## config.mk

```make
export PLATFORM = sky130hd
export DESIGN_NAME = buc_back
export DESIGN_NICKNAME = d
export VERILOG_FILES = /design/src/design/buc_pkg.sv /design/src/design/buc_back.sv
export SDC_FILE = /design/constraint.sdc
export NUM_CORES = 1
export LEC_CHECK = 0
export BUFFER_PORTS_ARGS = -buffer_cell sky130_fd_sc_hd__buf_2
export CORE_UTILIZATION = 40
export DETAILED_ROUTE_END_ITERATION = 8
export GPL_TIMING_DRIVEN = 0
export PLACE_DENSITY_LB_ADDON = 0.2
export SLEW_MARGIN = 25
export SYNTH_ARGS = -nofsm -noshare
export SYNTH_HDL_FRONTEND = slang
export SYNTH_SLANG_ARGS = --single-unit
```

## constraint.sdc

```tcl
create_clock -name clk -period 9.7 [get_ports clk]
set_clock_uncertainty 0.1 [all_clocks]
set_input_delay 0.485 -clock clk [delete_from_list [all_inputs] [get_ports clk]]
set_output_delay 0.485 -clock clk [all_outputs]
set_load 0.01 [all_outputs]
```

## src/design/buc_pkg.sv

```systemverilog
// Shared types, constants and corner classification functions for the
// bilevel corner smoothing upscaler. No dependencies.
package buc_pkg;

	localparam int MAX_WIDTH  = 4096;
	localparam int MAX_SCALE  = 32;
	localparam int COL_W      = 12;
	localparam int ROW_W      = 13;
	localparam int SEG_W      = 32;
	localparam int QUEUE_DEPTH = 4;
	localparam int NUM_PAT    = 12;

	localparam logic [ROW_W-1:0] ROW_MAX = '1;

	localparam logic [0:0] REG_SCALE = 1'b0;
	localparam logic [0:0] REG_WIDTH = 1'b1;

	localparam logic [1:0] CLS_NONE      = 2'd0;
	localparam logic [1:0] CLS_NORMAL    = 2'd1;
	localparam logic [1:0] CLS_REDUCED   = 2'd2;
	localparam logic [1:0] CLS_REDUCED_CO = 2'd3;

	localparam logic [15:0] PAT_WORD [NUM_PAT] = '{
		16'hd555, 16'hffc1, 16'hd514, 16'hd554, 16'hd515, 16'hbea2,
		16'hdfc0, 16'hfd81, 16'hfd80, 16'hdf80, 16'hbfa1, 16'hfec2
	};
	localparam logic [1:0] PAT_CLASS [NUM_PAT] = '{
		CLS_NONE, CLS_NORMAL, CLS_NORMAL, CLS_REDUCED, CLS_REDUCED, CLS_REDUCED,
		CLS_REDUCED, CLS_REDUCED, CLS_REDUCED, CLS_REDUCED, CLS_REDUCED_CO,
		CLS_REDUCED_CO
	};

	typedef struct packed {
		logic             pix_a;
		logic [7:0]       flag_a;
		logic             pix_b;
		logic [7:0]       flag_b;
		logic [11:0]      srow;
		logic [COL_W-1:0] col;
		logic             has_a;
		logic             has_b;
	} job_t;

	function automatic logic [1:0] classify(input logic [7:0] pat);
		logic [1:0] cls;
		logic hit;
		cls = CLS_NONE;
		hit = 1'b0;
		for (int i = 0; i < NUM_PAT; i++) begin
			if (!hit && ((pat & PAT_WORD[i][15:8]) ==
					(PAT_WORD[i][7:0] & PAT_WORD[i][15:8]))) begin
				cls = PAT_CLASS[i];
				hit = 1'b1;
			end
		end
		return cls;
	endfunction

	// Window bit 3*x+y: x column (0 left), y row (0 top).
	function automatic logic [7:0] corner_flags(input logic [8:0] w);
		logic [7:0] d;
		logic [7:0] pat;
		logic [7:0] f;
		logic [2:0] idx;
		d = {w[2], w[5], w[8], w[7], w[6], w[3], w[0], w[1]};
		f = '0;
		for (int j = 0; j < 4; j++) begin
			pat = '0;
			pat[7] = w[4];
			for (int k = 0; k < 7; k++) begin
				idx = 3'(2 * j + k);
				pat[6-k] = d[idx];
			end
			f[2*j +: 2] = classify(pat);
		end
		return f;
	endfunction

	function automatic logic [4:0] adjust(input logic [1:0] cls, input logic [4:0] cut,
			input logic [4:0] cutoff);
		logic [4:0] r;
		case (cls)
			CLS_NORMAL:     r = cut;
			CLS_REDUCED:    r = (cut != '0) ? cut - 5'd1 : 5'd0;
			CLS_REDUCED_CO: r = (cut != '0 && cutoff > 5'd1) ? cut - 5'd1 : cut;
			default:        r = 5'd0;
		endcase
		return r;
	endfunction

	function automatic logic [SEG_W-1:0] low_mask(input logic [5:0] n);
		logic [SEG_W-1:0] m;
		if (n[5])
			m = '1;
		else
			m = (SEG_W'(1) << n[4:0]) - SEG_W'(1);
		return m;
	endfunction

endpackage

```

## src/design/buc_back.sv

```systemverilog
// Back end: expands each queued job into one segment per output subrow of each of its
// pixels, behind an output register. Depends on buc_pkg.
module buc_back (
	input  logic                       clk,
	input  logic                       arst_n,
	input  logic [5:0]                 s,
	input  logic                       empty,
	input  buc_pkg::job_t              job,
	output logic                       pop,
	output logic                       out_valid,
	input  logic                       out_ready,
	output logic [buc_pkg::SEG_W-1:0]  seg,
	output logic [11:0]                srow,
	output logic [11:0]                scol,
	output logic [4:0]                 subrow,
	output logic                       last
);
	import buc_pkg::*;

	job_t             cur_q;
	logic             cur_valid_q, phase_q, out_valid_q;
	logic [4:0]       sub_q;
	logic             out_free, fire, fin_sub, job_end, fin_job;
	logic             pix;
	logic [7:0]       flag;
	logic [COL_W-1:0] col;
	logic [4:0]       cutoff, cut, cutl, cutr;
	logic [5:0]       ucut, i6;
	logic [1:0]       cls_l, cls_r;
	logic             in_band;
	logic [SEG_W-1:0] full_m, edge_m, seg_next;

	assign out_free  = !out_valid_q || out_ready;
	assign fire      = cur_valid_q && out_free;
	assign fin_sub   = ({1'b0, sub_q} == s - 6'd1);
	assign job_end   = fin_sub && (phase_q || !cur_q.has_b);
	assign fin_job   = fire && job_end;
	assign pop       = !empty && (!cur_valid_q || fin_job);
	assign out_valid = out_valid_q;

	always_comb begin
		pix    = phase_q ? cur_q.pix_b : cur_q.pix_a;
		flag   = phase_q ? cur_q.flag_b : cur_q.flag_a;
		col    = phase_q ? cur_q.col : cur_q.col - COL_W'(1);
		cutoff = s[5:1];
		ucut   = s - 6'd1 - {1'b0, cutoff};
		i6     = {1'b0, sub_q};
		if (i6 < {1'b0, cutoff}) begin
			in_band = 1'b1;
			cut     = cutoff - sub_q;
			cls_l   = flag[7:6];
			cls_r   = flag[1:0];
		end else if (i6 > ucut) begin
			in_band = 1'b1;
			cut     = 5'(i6 - ucut);
			cls_l   = flag[5:4];
			cls_r   = flag[3:2];
		end else begin
			in_band = 1'b0;
			cut     = '0;
			cls_l   = CLS_NONE;
			cls_r   = CLS_NONE;
		end
		cutl     = in_band ? adjust(cls_l, cut, cutoff) : 5'd0;
		cutr     = in_band ? adjust(cls_r, cut, cutoff) : 5'd0;
		full_m   = low_mask(s);
		edge_m   = low_mask({1'b0, cutl}) | (full_m & ~low_mask(s - {1'b0, cutr}));
		seg_next = ({SEG_W{pix}} & full_m) ^ (edge_m & full_m);
	end

	always_ff @(posedge clk or negedge arst_n) begin
		if (!arst_n) begin
			cur_valid_q <= 1'b0;
			phase_q     <= 1'b0;
			sub_q       <= '0;
		end else if (pop) begin
			cur_valid_q <= 1'b1;
			phase_q     <= !job.has_a;
			sub_q       <= '0;
		end else if (fin_job) begin
			cur_valid_q <= 1'b0;
		end else if (fire) begin
			if (fin_sub) begin
				phase_q <= 1'b1;
				sub_q   <= '0;
			end else begin
				sub_q <= sub_q + 5'd1;
			end
		end
	end

	always_ff @(posedge clk) begin
		if (pop)
			cur_q <= job;
	end

	always_ff @(posedge clk or negedge arst_n) begin
		if (!arst_n) begin
			out_valid_q <= 1'b0;
		end else if (fire) begin
			out_valid_q <= 1'b1;
		end else if (out_ready) begin
			out_valid_q <= 1'b0;
		end
	end

	always_ff @(posedge clk) begin
		if (fire) begin
			seg    <= seg_next;
			srow   <= cur_q.srow;
			scol   <= 12'(col);
			subrow <= sub_q;
			last   <= job_end;
		end
	end

endmodule

```

==> flow_summary.html <==
<table>
<tr><th>Metric</th><th>Value</th></tr>
<tr><th colspan="2">Synth</th></tr>
<tr><td>Number of nets in the synthesized netlist</td><td>around 950</td></tr>
<tr><td>Share of flip-flops with an asynchronous set or reset after synthesis</td><td>between 7 and 8%</td></tr>
<tr><td>Main synth FF type</td><td>sky130_fd_sc_hd__edfxtp_1</td></tr>
<tr><td>Count of flip-flops with a built-in enable after synthesis</td><td>approximately 110</td></tr>
<tr><td>Netlist cell types</td><td>81</td></tr>
<tr><td>Post-synthesis area per instance</td><td>about 9.4 µm²</td></tr>
<tr><td>Post-synthesis cell area</td><td>approximately 8100 µm²</td></tr>
<tr><td>Gate Count Post-Synth</td><td>860</td></tr>
<tr><td>Number of warnings printed during yosys synthesis</td><td>0</td></tr>
<tr><td>#FFs+latches synth</td><td>approximately 110</td></tr>
<tr><td>Seq/Total Area, Yosys</td><td>between 40% and 50%</td></tr>
<tr><th colspan="2">Placement</th></tr>
<tr><td>DP Wirelength</td><td>between 15 and 20 mm</td></tr>
<tr><td>Final weighted congestion of routability-driven global placement</td><td>~0.94</td></tr>
<tr><td>Number of I/O port buffers</td><td>117</td></tr>
<tr><th colspan="2">Critical path</th></tr>
<tr><td>Data required time at the worst endpoint</td><td>between 9 and 10 ns</td></tr>
<tr><td>Source of the worst register-to-register timing path</td><td>sub_q[1]</td></tr>
<tr><td>Element type at the critical path start</td><td>input port</td></tr>
<tr><td>Minimum setup slack among reg-to-reg paths</td><td>1.50 ns</td></tr>
<tr><td>Largest fanout on the critical path</td><td>10</td></tr>
<tr><td>Category of the critical setup timing path</td><td>in2reg</td></tr>
<tr><td>Critical register-to-register path endpoint</td><td>seg[6]</td></tr>
<tr><td>Slowest-stage cell, CP</td><td>sky130_fd_sc_hd__or4_1</td></tr>
<tr><td>Delay of the slowest critical-path stage</td><td>0.56 ns</td></tr>
<tr><td>Arrival time worst endpoint</td><td>9.25 ns</td></tr>
<tr><td>Cell mode on critical path</td><td>sky130_fd_sc_hd__ha_1</td></tr>
<tr><td>Startpoint of the worst setup timing path</td><td>s[4]</td></tr>
<tr><td>Crit. End Element</td><td>flop</td></tr>
<tr><td>Number of cells traversed by the worst register-to-register path</td><td>32</td></tr>
<tr><th colspan="2">STA</th></tr>
<tr><td>Worst max-slew margin expressed relative to the limit</td><td>between 30% and 40%</td></tr>
<tr><td>Highest clock rate</td><td>around 110 MHz</td></tr>
<tr><td>Setup violations, final</td><td>0</td></tr>
<tr><td>Crit share post-route</td><td>93.8%</td></tr>
<tr><td>Worst Hold Margin</td><td>roughly 0.12 ns</td></tr>
<tr><td>RSZ-0062 raised after global routing</td><td>false</td></tr>
<tr><td>Tmin final</td><td>roughly 9.1 ns</td></tr>
<tr><td>Final Slew Violations</td><td>0</td></tr>
<tr><td>Total count of hold-check failures in the final report</td><td>0</td></tr>
<tr><td>Slew at the pin with the worst max-slew slack</td><td>around 0.96 ns</td></tr>
<tr><th colspan="2">Route</th></tr>
<tr><td>Initial detailed-routing violation count</td><td>about 710</td></tr>
<tr><td># DRC</td><td>0</td></tr>
<tr><td>Vias per cell</td><td>between 5 and 6</td></tr>
<tr><td>DR vias</td><td>between 7000 and 8000</td></tr>
<tr><td>Routed wire length</td><td>between 20 and 25 mm</td></tr>
<tr><td>Routed length per placed instance</td><td>approximately 18 µm</td></tr>
<tr><td>Residual antenna-violating net count after detailed routing</td><td>0</td></tr>
<tr><td>Drt first pass iters</td><td>5</td></tr>
<tr><th colspan="2">Clock network</th></tr>
<tr><td>Number of CTS-inserted buffers</td><td>17</td></tr>
<tr><td>Clk sink count</td><td>approximately 110</td></tr>
<tr><td>Clock Root Buffer</td><td>sky130_fd_sc_hd__clkbuf_16</td></tr>
<tr><td>Max H-tree Level</td><td>4</td></tr>
<tr><td>Clock latency on the worst-skew pair</td><td>approximately 0.43 ns</td></tr>
<tr><td>Max Buffers Root-to-Sink</td><td>2</td></tr>
<tr><td>Clock tree from TritonCTS</td><td>done</td></tr>
<tr><td>Reg clk slew, reported paths</td><td>0.06 ns</td></tr>
<tr><th colspan="2">Layout</th></tr>
<tr><td>Proportion of layout cells with a drive suffix above 1</td><td>19.4%</td></tr>
<tr><td>Commonest non-fill, non-tap cell in the layout</td><td>sky130_fd_sc_hd__buf_2</td></tr>
<tr><td>Most frequent cells in the layout</td><td>125 x sky130_fd_sc_hd__buf_2, 105 x sky130_fd_sc_hd__edfxtp_1, 84 x sky130_fd_sc_hd__a21oi_1</td></tr>
<tr><td>Area delta synth-&gt;final</td><td>20.2%</td></tr>
<tr><td>Number of nets in the layout</td><td>around 1100</td></tr>
<tr><td>Diodes inserted</td><td>0</td></tr>
<tr><td>Area used by multi-input combinational logic</td><td>4480 µm²</td></tr>
<tr><td>Reg area</td><td>between 3000 and 4000 µm²</td></tr>
<tr><td>Number of fill cells in the layout</td><td>slightly below 2000</td></tr>
<tr><th colspan="2">Global routing</th></tr>
<tr><td>Aggregate global-route resource usage</td><td>22.7%</td></tr>
<tr><td>Total grt overflow</td><td>0</td></tr>
<tr><td>Via count of the first global-routing pass</td><td>6741</td></tr>
<tr><td>Antenna violations before repair</td><td>0</td></tr>
<tr><td>Wire length of the first global-routing pass</td><td>between 30 and 40 mm</td></tr>
<tr><td>Pin count of the biggest net entering global routing</td><td>38</td></tr>
<tr><th colspan="2">Run status</th></tr>
<tr><td>Status</td><td>finished, final reports clean</td></tr>
<tr><th colspan="2">Min path</th></tr>
<tr><td>Hold Crit Start</td><td>job[1]</td></tr>
<tr><td>Instance count along the most critical hold path</td><td>2</td></tr>
<tr><td>Worst hold-check path type</td><td>in2reg</td></tr>
<tr><td>Hold EP</td><td>phase_q</td></tr>
<tr><th colspan="2">Floorplanning</th></tr>
<tr><td>Effective utilization at floorplan</td><td>between 40% and 50%</td></tr>
<tr><td>Placement Rows</td><td>between 50 and 60</td></tr>
<tr><td>Die outline height</td><td>approximately 140 µm</td></tr>
<tr><td>Num ports</td><td>118</td></tr>
<tr><td>Standard cell core area</td><td>19700 µm²</td></tr>
<tr><td>Die extent in x</td><td>between 100 and 150 µm</td></tr>
<tr><td>Die Footprint</td><td>20800 µm²</td></tr>
<tr><th colspan="2">Job</th></tr>
<tr><td>Number of maximum-capacitance constraint violations</td><td>0</td></tr>
</table>
[area by class of cell]
type / count / area share (%)
clock inverters: 15 / 1.90
inverters: 31 / 1.24
repair buffers: 123 / 6.77
plain buffers: 41 / 1.81
flip-flops and latches: 113 / 34.5
multi-input cells: 674 / 46.0
well taps: 265 / 3.41
clock buffers: 17 / 4.37
[metrics by stage]
step | area (µm²) | worst slack [ns] | TNS, ns | util [%] | std cells
3_5_place_dp | 9060 | -0.105 | -0.105 | 46.1 | 1244
4_1_cts | 9680 | 0.302 | 0 | 49.2 | 1277
5_1_grt | 9730 | 0.0485 | 0 | 49.5 | 1279
2_1_floorplan | 8090 | 1.81 | 0 | - | 860
3_3_place_gp | 9010 | -0.191 | -0.423 | 45.8 | 1242
6_report | 9730 | 0.598 | 0 | 49.5 | 1279
[registers in the layout, indices dropped and copies added, names as in the netlist]
register / flops
scol: 12
sub_q: 5
srow: 12
cur_valid_q: 1
out_valid: 1
phase_q: 1
last: 1
cur_q: 43
seg: 32
subrow: 5
[cells in the mapped netlist (4+ instances only)]
cell type	count	area share [%]
sky130_fd_sc_hd__a211o_1	5	0.54
sky130_fd_sc_hd__a211oi_1	4	0.37
sky130_fd_sc_hd__a21o_1	5	0.46
sky130_fd_sc_hd__a21oi_1	84	5.2
sky130_fd_sc_hd__a31oi_1	16	1.2
sky130_fd_sc_hd__a32oi_1	5	0.54
sky130_fd_sc_hd__and2_1	6	0.46
sky130_fd_sc_hd__and3_1	5	0.39
sky130_fd_sc_hd__buf_2	8	0.49
sky130_fd_sc_hd__clkbuf_1	30	1.4
sky130_fd_sc_hd__dfrtp_1	8	2.5
sky130_fd_sc_hd__edfxtp_1	105	39
sky130_fd_sc_hd__fa_1	4	0.99
sky130_fd_sc_hd__ha_1	33	5.1
sky130_fd_sc_hd__inv_1	28	1.3
sky130_fd_sc_hd__mux2_2	5	0.70
sky130_fd_sc_hd__mux2i_1	15	1.9
sky130_fd_sc_hd__nand2_1	80	3.7
sky130_fd_sc_hd__nand2b_1	15	1.2
sky130_fd_sc_hd__nand3_1	20	1.2
sky130_fd_sc_hd__nand4_1	9	0.70
sky130_fd_sc_hd__nor2_1	73	3.4
sky130_fd_sc_hd__nor2b_1	13	1.0
sky130_fd_sc_hd__nor3_1	24	1.5
sky130_fd_sc_hd__nor4_1	4	0.31
sky130_fd_sc_hd__o211ai_1	11	1.0
sky130_fd_sc_hd__o21a_1	9	0.84
sky130_fd_sc_hd__o21ai_0	65	4.0
sky130_fd_sc_hd__o221ai_1	6	0.65
sky130_fd_sc_hd__o22a_1	4	0.43
sky130_fd_sc_hd__o22ai_1	7	0.54
sky130_fd_sc_hd__o31ai_1	5	0.46
sky130_fd_sc_hd__or3_1	8	0.62
sky130_fd_sc_hd__or4_1	4	0.37
sky130_fd_sc_hd__xnor2_1	36	3.9
sky130_fd_sc_hd__xor2_1	34	3.7
[layer usage]
metal	global-route usage, %	wire length, µm	up-vias
met5	0	0	-
met4	11.2	832	0
met3	4.30	1450	68
met2	36.5	10500	350
met1	29.2	9950	3357
li1	-	-	3496
[cells by family (layout without fill, tap and decap cells)]
family	count (synthesis)	count (layout)	share of synthesized area [%]
DFF	113	113	41.4
buffers and inverters	73	227	3.65
xor gates and xnor gates	72	72	7.98
adders and majority gates	37	37	6.09
AOI/OAI and AO/OA	271	271	22.1
and+or+nand+nor	274	274	16.2
muxes	20	20	2.55
[worst max-delay path by stage]
stage	endpoint	slack, ns	cells after the start
2_1_floorplan	seg[6]	1.81	39
3_3_place_gp	seg[6]	-0.19	36
3_5_place_dp	seg[6]	-0.10	39
4_1_cts	seg[6]	0.30	39
5_1_grt	seg[6]	0.05	40
6_report	seg[6]	0.60	37
[worst max-delay path: cells and delay by family]
kind,cells,cell delay (ns)
AO/OA/AOI/OAI,12,2.43
AND/OR/NAND/NOR,9,2.00
adder cells (fa/ha/maj),6,1.90
buffers and inverters,7,1.78
XOR/XNOR,3,0.63
[timing repair]
action | in CTS | in global routing
setup endpoints to repair | 0 | 14
setup buffers | 0 | 3
hold endpoints to repair | 8 | 0
gates resized for setup | 0 | 8
hold buffers | 1 | 0
Power is not shown: default switching activity piles up to over one toggle a cycle in this logic, so the estimate is an artifact.
