## src/design/buc_pkg.sv

```systemverilog
// Shared types, constants and corner classification functions for the
// bilevel corner smoothing upscaler. No dependencies.
package buc_pkg;

	localparam int MAX_WIDTH  = 4096;
	localparam int MAX_SCALE  = 32;
	localparam int COL_W      = 12;
	localparam int ROW_W      = 13;
	localparam int SEG_W      = 32;
	localparam int QUEUE_DEPTH = 4;
	localparam int NUM_PAT    = 12;

	localparam logic [ROW_W-1:0] ROW_MAX = '1;

	localparam logic [0:0] REG_SCALE = 1'b0;
	localparam logic [0:0] REG_WIDTH = 1'b1;

	localparam logic [1:0] CLS_NONE      = 2'd0;
	localparam logic [1:0] CLS_NORMAL    = 2'd1;
	localparam logic [1:0] CLS_REDUCED   = 2'd2;
	localparam logic [1:0] CLS_REDUCED_CO = 2'd3;

	localparam logic [15:0] PAT_WORD [NUM_PAT] = '{
		16'hd555, 16'hffc1, 16'hd514, 16'hd554, 16'hd515, 16'hbea2,
		16'hdfc0, 16'hfd81, 16'hfd80, 16'hdf80, 16'hbfa1, 16'hfec2
	};
	localparam logic [1:0] PAT_CLASS [NUM_PAT] = '{
		CLS_NONE, CLS_NORMAL, CLS_NORMAL, CLS_REDUCED, CLS_REDUCED, CLS_REDUCED,
		CLS_REDUCED, CLS_REDUCED, CLS_REDUCED, CLS_REDUCED, CLS_REDUCED_CO,
		CLS_REDUCED_CO
	};

	typedef struct packed {
		logic             pix_a;
		logic [7:0]       flag_a;
		logic             pix_b;
		logic [7:0]       flag_b;
		logic [11:0]      srow;
		logic [COL_W-1:0] col;
		logic             has_a;
		logic             has_b;
	} job_t;

	function automatic logic [1:0] classify(input logic [7:0] pat);
		logic [1:0] cls;
		logic hit;
		cls = CLS_NONE;
		hit = 1'b0;
		for (int i = 0; i < NUM_PAT; i++) begin
			if (!hit && ((pat & PAT_WORD[i][15:8]) ==
					(PAT_WORD[i][7:0] & PAT_WORD[i][15:8]))) begin
				cls = PAT_CLASS[i];
				hit = 1'b1;
			end
		end
		return cls;
	endfunction

	// Window bit 3*x+y: x column (0 left), y row (0 top).
	function automatic logic [7:0] corner_flags(input logic [8:0] w);
		logic [7:0] d;
		logic [7:0] pat;
		logic [7:0] f;
		logic [2:0] idx;
		d = {w[2], w[5], w[8], w[7], w[6], w[3], w[0], w[1]};
		f = '0;
		for (int j = 0; j < 4; j++) begin
			pat = '0;
			pat[7] = w[4];
			for (int k = 0; k < 7; k++) begin
				idx = 3'(2 * j + k);
				pat[6-k] = d[idx];
			end
			f[2*j +: 2] = classify(pat);
		end
		return f;
	endfunction

	function automatic logic [4:0] adjust(input logic [1:0] cls, input logic [4:0] cut,
			input logic [4:0] cutoff);
		logic [4:0] r;
		case (cls)
			CLS_NORMAL:     r = cut;
			CLS_REDUCED:    r = (cut != '0) ? cut - 5'd1 : 5'd0;
			CLS_REDUCED_CO: r = (cut != '0 && cutoff > 5'd1) ? cut - 5'd1 : cut;
			default:        r = 5'd0;
		endcase
		return r;
	endfunction

	function automatic logic [SEG_W-1:0] low_mask(input logic [5:0] n);
		logic [SEG_W-1:0] m;
		if (n[5])
			m = '1;
		else
			m = (SEG_W'(1) << n[4:0]) - SEG_W'(1);
		return m;
	endfunction

endpackage

```

## src/design/buc_fifo.sv

```systemverilog
// Short job queue between the front end and the segment generator.
// Depends on buc_pkg.
module buc_fifo (
	input  logic          clk,
	input  logic          arst_n,
	input  logic          push,
	input  buc_pkg::job_t wr_job,
	output logic          full,
	input  logic          pop,
	output buc_pkg::job_t rd_job,
	output logic          empty
);
	import buc_pkg::*;

	localparam int PTR_W = $clog2(QUEUE_DEPTH);

	job_t               slot_q [QUEUE_DEPTH];
	logic [PTR_W-1:0]   wr_ptr_q, rd_ptr_q;
	logic [PTR_W:0]     count_q;

	assign full   = count_q == (PTR_W+1)'(QUEUE_DEPTH);
	assign empty  = count_q == '0;
	assign rd_job = slot_q[rd_ptr_q];

	always_ff @(posedge clk) begin
		if (push)
			slot_q[wr_ptr_q] <= wr_job;
	end

	always_ff @(posedge clk or negedge arst_n) begin
		if (!arst_n) begin
			wr_ptr_q <= '0;
			rd_ptr_q <= '0;
			count_q  <= '0;
		end else begin
			if (push)
				wr_ptr_q <= wr_ptr_q + PTR_W'(1);
			if (pop)
				rd_ptr_q <= rd_ptr_q + PTR_W'(1);
			case ({push, pop})
				2'b10:   count_q <= count_q + (PTR_W+1)'(1);
				2'b01:   count_q <= count_q - (PTR_W+1)'(1);
				default: count_q <= count_q;
			endcase
		end
	end

endmodule

```

## config.mk

```make
export PLATFORM = sky130hd
export DESIGN_NAME = buc_fifo
export DESIGN_NICKNAME = d
export VERILOG_FILES = /design/src/design/buc_pkg.sv /design/src/design/buc_fifo.sv
export SDC_FILE = /design/constraint.sdc
export NUM_CORES = 1
export LEC_CHECK = 0
export BUFFER_PORTS_ARGS = -buffer_cell sky130_fd_sc_hd__buf_2
export CORE_UTILIZATION = 52
export DETAILED_ROUTE_END_ITERATION = 10
export PLACE_DENSITY = 0.75
export SYNTH_ARGS = -nofsm -noshare
export SYNTH_HDL_FRONTEND = slang
export SYNTH_SLANG_ARGS = --single-unit
```

## constraint.sdc

```tcl
create_clock -name clk -period 5.1 [get_ports clk]
set_input_delay 0.255 -clock clk [delete_from_list [all_inputs] [get_ports clk]]
set_output_delay 0.255 -clock clk [all_outputs]
set_load 0.01 [all_outputs]
```

==> out/metrics.sh, run 1 <==
SYNTH_CELL_TYPE_COUNT=18
GPL.FINAL_WEIGHTED_CONGESTION=0.6664
GRT_ANTENNA_BEFORE_REPAIR=1
AVGVIACOUNTPERCELL=5.313
YOSYS_WARNS=0
SYN-INSTANCE-COUNT=267
CLOCKBUFFERDEPTH=2
CORE_AREA_MM2=0.01267
GRT_PASS1_WL_UM=16520
WHS_NS=0.02562
SYNTHMOSTINSTANTIATEDCELL='sky130_fd_sc_hd__edfxtp_1'
FINALCOREUTILIZATION=0.6346
VDD.IR_DROP.WORST_mV=0.3345
CRITICAL_PATH.STARTPOINT_TYPE='flip-flop'
GRT_START_MAX_NET_PINS=47
DRT_ITER0_DRCS=184
NUMBER_OF_BUFFERS_CREATED_BY_CTS=17
PRECTSSETUPSLACK_NS=2.946
CLOCK-ROOT-BUFFER='sky130_fd_sc_hd__clkbuf_16'
POST_SYNTHESIS_INSTANCE_AREA_MM2=0.006809
POSTPLACECELLAREA_MM2=0.007413
HOLD_BUFS_AT_CTS=1
ANTENNA_VIOLATING_NETS_POST_ROUTE=0
HP-START='pop'
SYNTH_TOP_AREA_FRAC=0.7762
FINAL_NET_COUNT=428
DRV_CAP=0
SYNTHDOMINANTAREACELLTYPE='sky130_fd_sc_hd__edfxtp_1'
YOSYSSEQAREASHARE=0.8019
FINAL_MIN_PERIOD_OVER_CLOCK_PERIOD=0.4991
REGTOREGSTARTPOINT='wr_ptr_q[0]'
FINAL_LAYOUT_SIZE_SUFFIX_GT1_FRAC=0.4367
NUMBER_OF_GLOBAL_ROUTE_VIAS_BEFORE_REPAIR=3166
WORST_SETUP_PATH_END_KIND='output port'
FINAL_AREA_MM2=0.008041
FP.DIEW_UM=116.4
GRT_SETUP_UNREPAIRED='false'
WORST-SLEW-PIN-TRANSITION_NS=1.106
LAYOUT_SETUP_WS_NS=2.554
CTS-HTREE-LEVELS=4
FINAL-HOLD-VIOLATION-COUNT=0
TIMING.SETUP.TNS_NS=0
SYN_AVG_CELL_AREA_UM2=25.50
CTS_RESIZED=0
FINAL_MAX_SLEW_VIOL_COUNT=0
WORST_SLEW_MARGIN_REL=0.2625
CTS_POST_SETUP_BUFFERS_INSERTED=0
FINAL_SETUP_VIO_COUNT=0
ASYNCSETRESETFLOPFRACSYNTH=0.03825
AREA.GROWTH.SYNTH_TO_FINAL_PCT=18.10
SHORTEST_PERIOD_THE_WORST_PATH_ALLOWS_NS=2.546
GRT_OVERFLOW=0
MIN_PATH_TYPE='in -> reg'
WORSTPATHMAXFANOUT=46
NUMBER_OF_SYNTHESIZED_FLOPS_WITH_AN_ENABLE_PIN=176
SYNTH.AREA.TOP_CELLS='sky130_fd_sc_hd__edfxtp_1 (78%), sky130_fd_sc_hd__mux4_2 (13%), sky130_fd_sc_hd__dfrtp_1 (2.6%)'
FIN_SKEW_NS=0.006693
POST_SYNTH_MOST_FREQUENT_CELLS='sky130_fd_sc_hd__edfxtp_1 (176), sky130_fd_sc_hd__mux4_2 (38), sky130_fd_sc_hd__dfrtp_1 (7)'
INITIAL_UTILIZATION=0.5374
TRITONCTS_CLOCK_TREE='done'
WORST_SETUP_SP='rd_ptr_q[0]'
GLOBAL_ROUTE.USAGE.TOTAL=0.1779
DRT_FIRST_PASS_ITERS=4
PLACE_HPWL_UM=6249
ROUTE.FINAL.WIRE_LENGTH_UM=10660
VIAS=2975
CTS.CLK_SLEW.WORST_PATHS_NS=0.06
SYN-NUM-NETS=321
DOMINANTREGCELLSYNTH='sky130_fd_sc_hd__edfxtp_1'
CLOCK_INSERTION_DELAY_WORST_SKEW_NS=0.42
IOS=94
P_PER_AREA_mW_PER_MM2=574.8
STATUS='completed'
IO_BUFFERS=93
FP.DIEAREA_MM2=0.01356
PATH_CLASS='reg -> out'
AVGROUTEDWIREPERCELL_UM=19.04
PLEAK_nW=2.823
TOTAL_OF_FILL_CELLS_IN_THE_FINISHED_DESIGN=869
WORST_EP_ARRIVAL_TIME_NS=2.29
TIMING.FMAX_GHz=0.3928
DIEHEIGHT_UM=116.4
CTS.SINK_COUNT=183
YS_SEQ_ELEMENTS=183
DRC=0
ROWS=41
REQUIRED_NS=4.85
placed cells by master (no fill, tap or decap), types with 3 or more instances in the layout:
| cell | instances |
|---|---|
| sky130_fd_sc_hd__edfxtp_1 | 176 |
| sky130_fd_sc_hd__buf_2 | 93 |
| sky130_fd_sc_hd__mux4_2 | 38 |
| sky130_fd_sc_hd__clkbuf_16 | 17 |
| sky130_fd_sc_hd__inv_1 | 6 |
| sky130_fd_sc_hd__mux4_1 | 6 |
| sky130_fd_sc_hd__ha_1 | 5 |
| sky130_fd_sc_hd__dfrtp_1 | 5 |
| sky130_fd_sc_hd__and2_2 | 4 |
| sky130_fd_sc_hd__xor2_1 | 4 |
| sky130_fd_sc_hd__bufinv_16 | 4 |
| sky130_fd_sc_hd__clkinv_2 | 4 |
| sky130_fd_sc_hd__clkbuf_1 | 4 |
| sky130_fd_sc_hd__buf_4 | 4 |
| sky130_fd_sc_hd__nand2_1 | 3 |
critical path, stage by stage, from the launching register on:
cell,delay [ns]
sky130_fd_sc_hd__dfrtp_4,1.03
sky130_fd_sc_hd__mux4_1,0.65
sky130_fd_sc_hd__buf_2,0.16
power by group:
part / internal, mW / switching [mW] / total, mW / leakage (nW)
combinational: 0.575 / 0.495 / 1.07 / 0.825
clock: 0.842 / 0.495 / 1.34 / 0.301
sequential: 1.97 / 0.245 / 2.22 / 1.70
state kept, by name, indices dropped and copies added (netlist names):
register	cells
count_q	3
wr_ptr_q	2
slot_q	176
rd_ptr_q	2
path summary, 6_finish.rpt:
path	slack (ns)	depth (start not counted)	end
max in group asynchronous	4.75	2	rd_ptr_q[0]
min in group asynchronous	0.18	2	rd_ptr_q[1]
hold reg to reg	0.50	1	count_q[2]
setup reg to reg	3.08	4	slot_q[2][29]
hold / removal	0.03	2	rd_ptr_q[0]
setup / recovery	2.55	2	rd_job[2]
cell type report:
type	count	area, um^2	area share
clock inverter	9	147.6	0.01836
multi-input combinational	68	1215	0.1511
clock buffer	23	467.9	0.05819
sequential	183	5465	0.6796
tap	172	215.2	0.02676
antenna	1	2.502	0.0003112
inverter	6	22.52	0.002801
timing repair buffer	98	505.5	0.06286
metal layers:
metal,track usage,vias up,share of wire
met5,0,-,0
met3,0.06902,16,0.072
met1,0.2078,1518,0.41
met2,0.2888,97,0.50
li1,-,1344,-
met4,0.08974,0,0.019
per-stage QoR:
| stage | total power [mW] | instances |
|---|---|---|
| floorplan | 2.980 | 267 |
| global placement | 3.326 | 526 |
| finish | 4.622 | 560 |
| CTS | 4.694 | 559 |
| global route | 4.861 | 559 |
| detailed placement | 3.352 | 526 |
cell families after synthesis:
group | share of synthesized area
flip-flops | 0.8019
multiplexers | 0.1488
buffers and inverters | 0.02040
AND/OR/NAND/NOR | 0.007533
XOR/XNOR | 0.007718
adder cells (fa/ha/maj) | 0.01213
AO/OA/AOI/OAI | 0.001470
Power figures use the tool's default switching activity.
==> inputs of run 2 (changes only) <==
CORE_UTILIZATION = 51   (was 52)
PLACE_DENSITY = 0.77   (was 0.75)
clock period = 2.2 ns   (was 5.1 ns; I/O delays follow)
==> out/metrics.sh, run 2 (synthesized netlist as in run 1, its figures left out) <==
STATUS='completed'
POWER_REPORT.INTERNAL_TOTAL_mW=7.717
FINALCOREUTILIZATION=0.6665
CRITICAL_PATH.SLOWEST_CELL='sky130_fd_sc_hd__dfrtp_2'
FINAL_CELL_COUNT_NO_FILL=615
ROWS=41
GRT_ANTENNA_BEFORE_REPAIR=0
GRT_SETUP_UNREPAIRED='false'
GRT_PASS1_WL_UM=18280
FINAL_MIN_PERIOD_OVER_CLOCK_PERIOD=0.8953
ANTENNA_CELLS_INSERTED=0
TRITONCTS_CLOCK_TREE='done'
GLOBAL_ROUTE.USAGE.TOTAL=0.1842
FINAL_AREA_MM2=0.008548
ROUTE.FINAL.WIRE_LENGTH_UM=11640
IOS=94
WORSTPATHMAXFANOUT=31
DRC=0
CORE_AREA_MM2=0.01282
GPL.FINAL_WEIGHTED_CONGESTION=0.6845
FINAL_LAYOUT_SIZE_SUFFIX_GT1_FRAC=0.3928
SEQ_POWER_SHARE=0.453
FIN_SKEW_NS=0.01120
PWR-SHARE-COMB=0.292
PATH_CLASS='reg -> out'
DIEHEIGHT_UM=117.5
CTS-HTREE-LEVELS=4
CLOCKBUFFERDEPTH=2
CRITICAL_PATH.TOP_DELAY_FAMILY='flip-flops'
ANTENNA_VIOLATING_NETS_POST_ROUTE=0
WORST-SLEW-PIN-TRANSITION_NS=0.4579
AVGROUTEDWIREPERCELL_UM=18.92
DPL.CELL_COUNT=533
WORST_SETUP_PATH_END_KIND='output port'
P_PER_AREA_mW_PER_MM2=1246
DRT_ITER0_DRCS=264
TIMING.SETUP.TNS_NS=0
MIN_PATH_TYPE='in -> async'
FINAL_MAX_SLEW_VIOL_COUNT=0
TOTAL_OF_FILL_CELLS_IN_THE_FINISHED_DESIGN=849
VDD.IR_DROP.WORST_mV=0.7708
SWITCHING_SHARE=0.2757
SHORTEST_PERIOD_THE_WORST_PATH_ALLOWS_NS=1.970
GRT_OVERFLOW=0
MOSTFREQUENTLAYOUTCELLS='sky130_fd_sc_hd__edfxtp_1 (176), sky130_fd_sc_hd__buf_2 (93), sky130_fd_sc_hd__dlygate4sd3_1 (47)'
REGISTERS_WITH_THE_MOST_FLIP_FLOPS='slot_q x176, count_q x3'
FINAL_SETUP_VIO_COUNT=0
VIAS=3184
CLOCK_INSERTION_DELAY_WORST_SKEW_NS=0.42
IO_BUFFERS=93
TIMING.FMAX_GHz=0.5077
AVGVIACOUNTPERCELL=5.177
CTS_RESIZED=0
GRT_USE_MET2=0.3169
PLEAK_nW=3.042
TIMING.CRITICAL_PATH.BUF_INV=2
BUSIEST_LAYER='met2'
NUMBER_OF_GLOBAL_ROUTE_VIAS_BEFORE_REPAIR=3464
GRT_MET1_USE=0.2144
FINAL-HOLD-VIOLATION-COUNT=0
DRV_CAP=0
P_SWITCHING_mW=2.937
CRITICAL_PATH.CELL_CHAIN='buf_12 > mux4_1 > buf_2'
CTS.SINK_COUNT=183
GRT_START_MAX_NET_PINS=32
AREA.GROWTH.SYNTH_TO_FINAL_PCT=25.54
FP.DIEW_UM=117.5
COMMONEST_NON_FILL_NON_TAP_CELL_IN_THE_LAYOUT='sky130_fd_sc_hd__edfxtp_1'
LARGEST_REGISTER_FF_COUNT=176
PLACE_HPWL_UM=6896
DRT_FIRST_PASS_ITERS=4
INITIAL_UTILIZATION=0.5309
FINAL_NET_COUNT=484
POSTPLACECELLAREA_MM2=0.007528
CRITICAL_PATH.STARTPOINT_TYPE='flip-flop'
WORST_SLEW_MARGIN_REL=0.6947
REQUIRED_NS=2.09
WORST_EP_ARRIVAL_TIME_NS=1.86
FP.DIEAREA_MM2=0.01382
TOTAL_POWER_mW=10.65
TIMING.CRITICAL_PATH.SLOWEST_CELL_DELAY_NS=0.64
P_CLK_FRAC=0.255
NUMBER_OF_BUFFERS_CREATED_BY_CTS=17
CTS.CLK_SLEW.WORST_PATHS_NS=0.06
GROUTE.LAYER.MET3.USAGE=0.06347
CLOCK-ROOT-BUFFER='sky130_fd_sc_hd__clkbuf_16'
MAX_FLOP_REGISTER='slot_q'
[run 2: cell count changes in the layout (fill, tap and decap cells not counted), sizes merged]
cell / previous run / this run
dlygate4sd3: 1 / 47
bufinv: 4 / 1
buf: 97 / 107
clkbuf: 23 / 27
diode: 1 / 0
clkinvlp: 1 / 0
[run 2: per-layer routing]
metal  part of all wire  wire length, um  up-vias
met5                  0                0        -
met4             0.0082               95        0
li1                   -                -     1449
met3              0.053              622        7
met1               0.42             4886     1637
met2               0.52             6033       91
[run 2: cell type report]
class | instances | area [um^2] | share of cell area
Multi-Input combinational cell | 68 | 1215 | 0.1421
Clock inverter | 5 | 53.80 | 0.006294
Timing Repair Buffer | 154 | 1104 | 0.1291
Tap cell | 172 | 215.2 | 0.02518
Clock buffer | 27 | 473.0 | 0.05533
Sequential cell | 183 | 5465 | 0.6393
Inverter | 6 | 22.52 | 0.002635
[run 2: repair_timing]
| item | 4_1_cts | 5_1_grt |
|---|---|---|
| endpoints found under the hold margin | 186 | 0 |
| hold buffers | 47 | 0 |
| endpoints found under the setup margin | 0 | 2 |
| setup buffers | 0 | 3 |
[run 2: per-stage QoR]
step                      hold slack (ns)  setup slack, ns
after floorplan                   -0.1856           0.1159
after global placement           -0.03894           0.5035
after detailed placement         -0.03408           0.5022
after CTS                         0.04424          0.04431
after global routing              0.07091           0.1007
final                             0.06312           0.2304
[run 2: final timing paths]
check,start,end,slack (ns),depth (start not counted)
worst max-delay path,rd_ptr_q[1],rd_job[43],0.23,3
worst min-delay path,arst_n,rd_ptr_q[0],0.06,2
worst max register to register,wr_ptr_q[0],slot_q[2][14],0.67,4
worst min register to register,count_q[2],count_q[2],0.49,1
max in group asynchronous,arst_n,rd_ptr_q[0],1.95,2
min in group clk,wr_job[26],slot_q[2][26],0.44,2
[run 2: power groups by stage]
| stage | Combinational [mW] | Sequential [mW] | Clock, mW |
|---|---|---|---|
| floorplan | 2.14 | 4.76 | 0 |
| global placement | 2.98 | 4.91 | 0 |
| detailed placement | 3.01 | 4.96 | 0 |
| CTS | 3.09 | 4.89 | 2.77 |
| global route | 3.36 | 4.89 | 2.90 |
| finish | 3.11 | 4.83 | 2.72 |
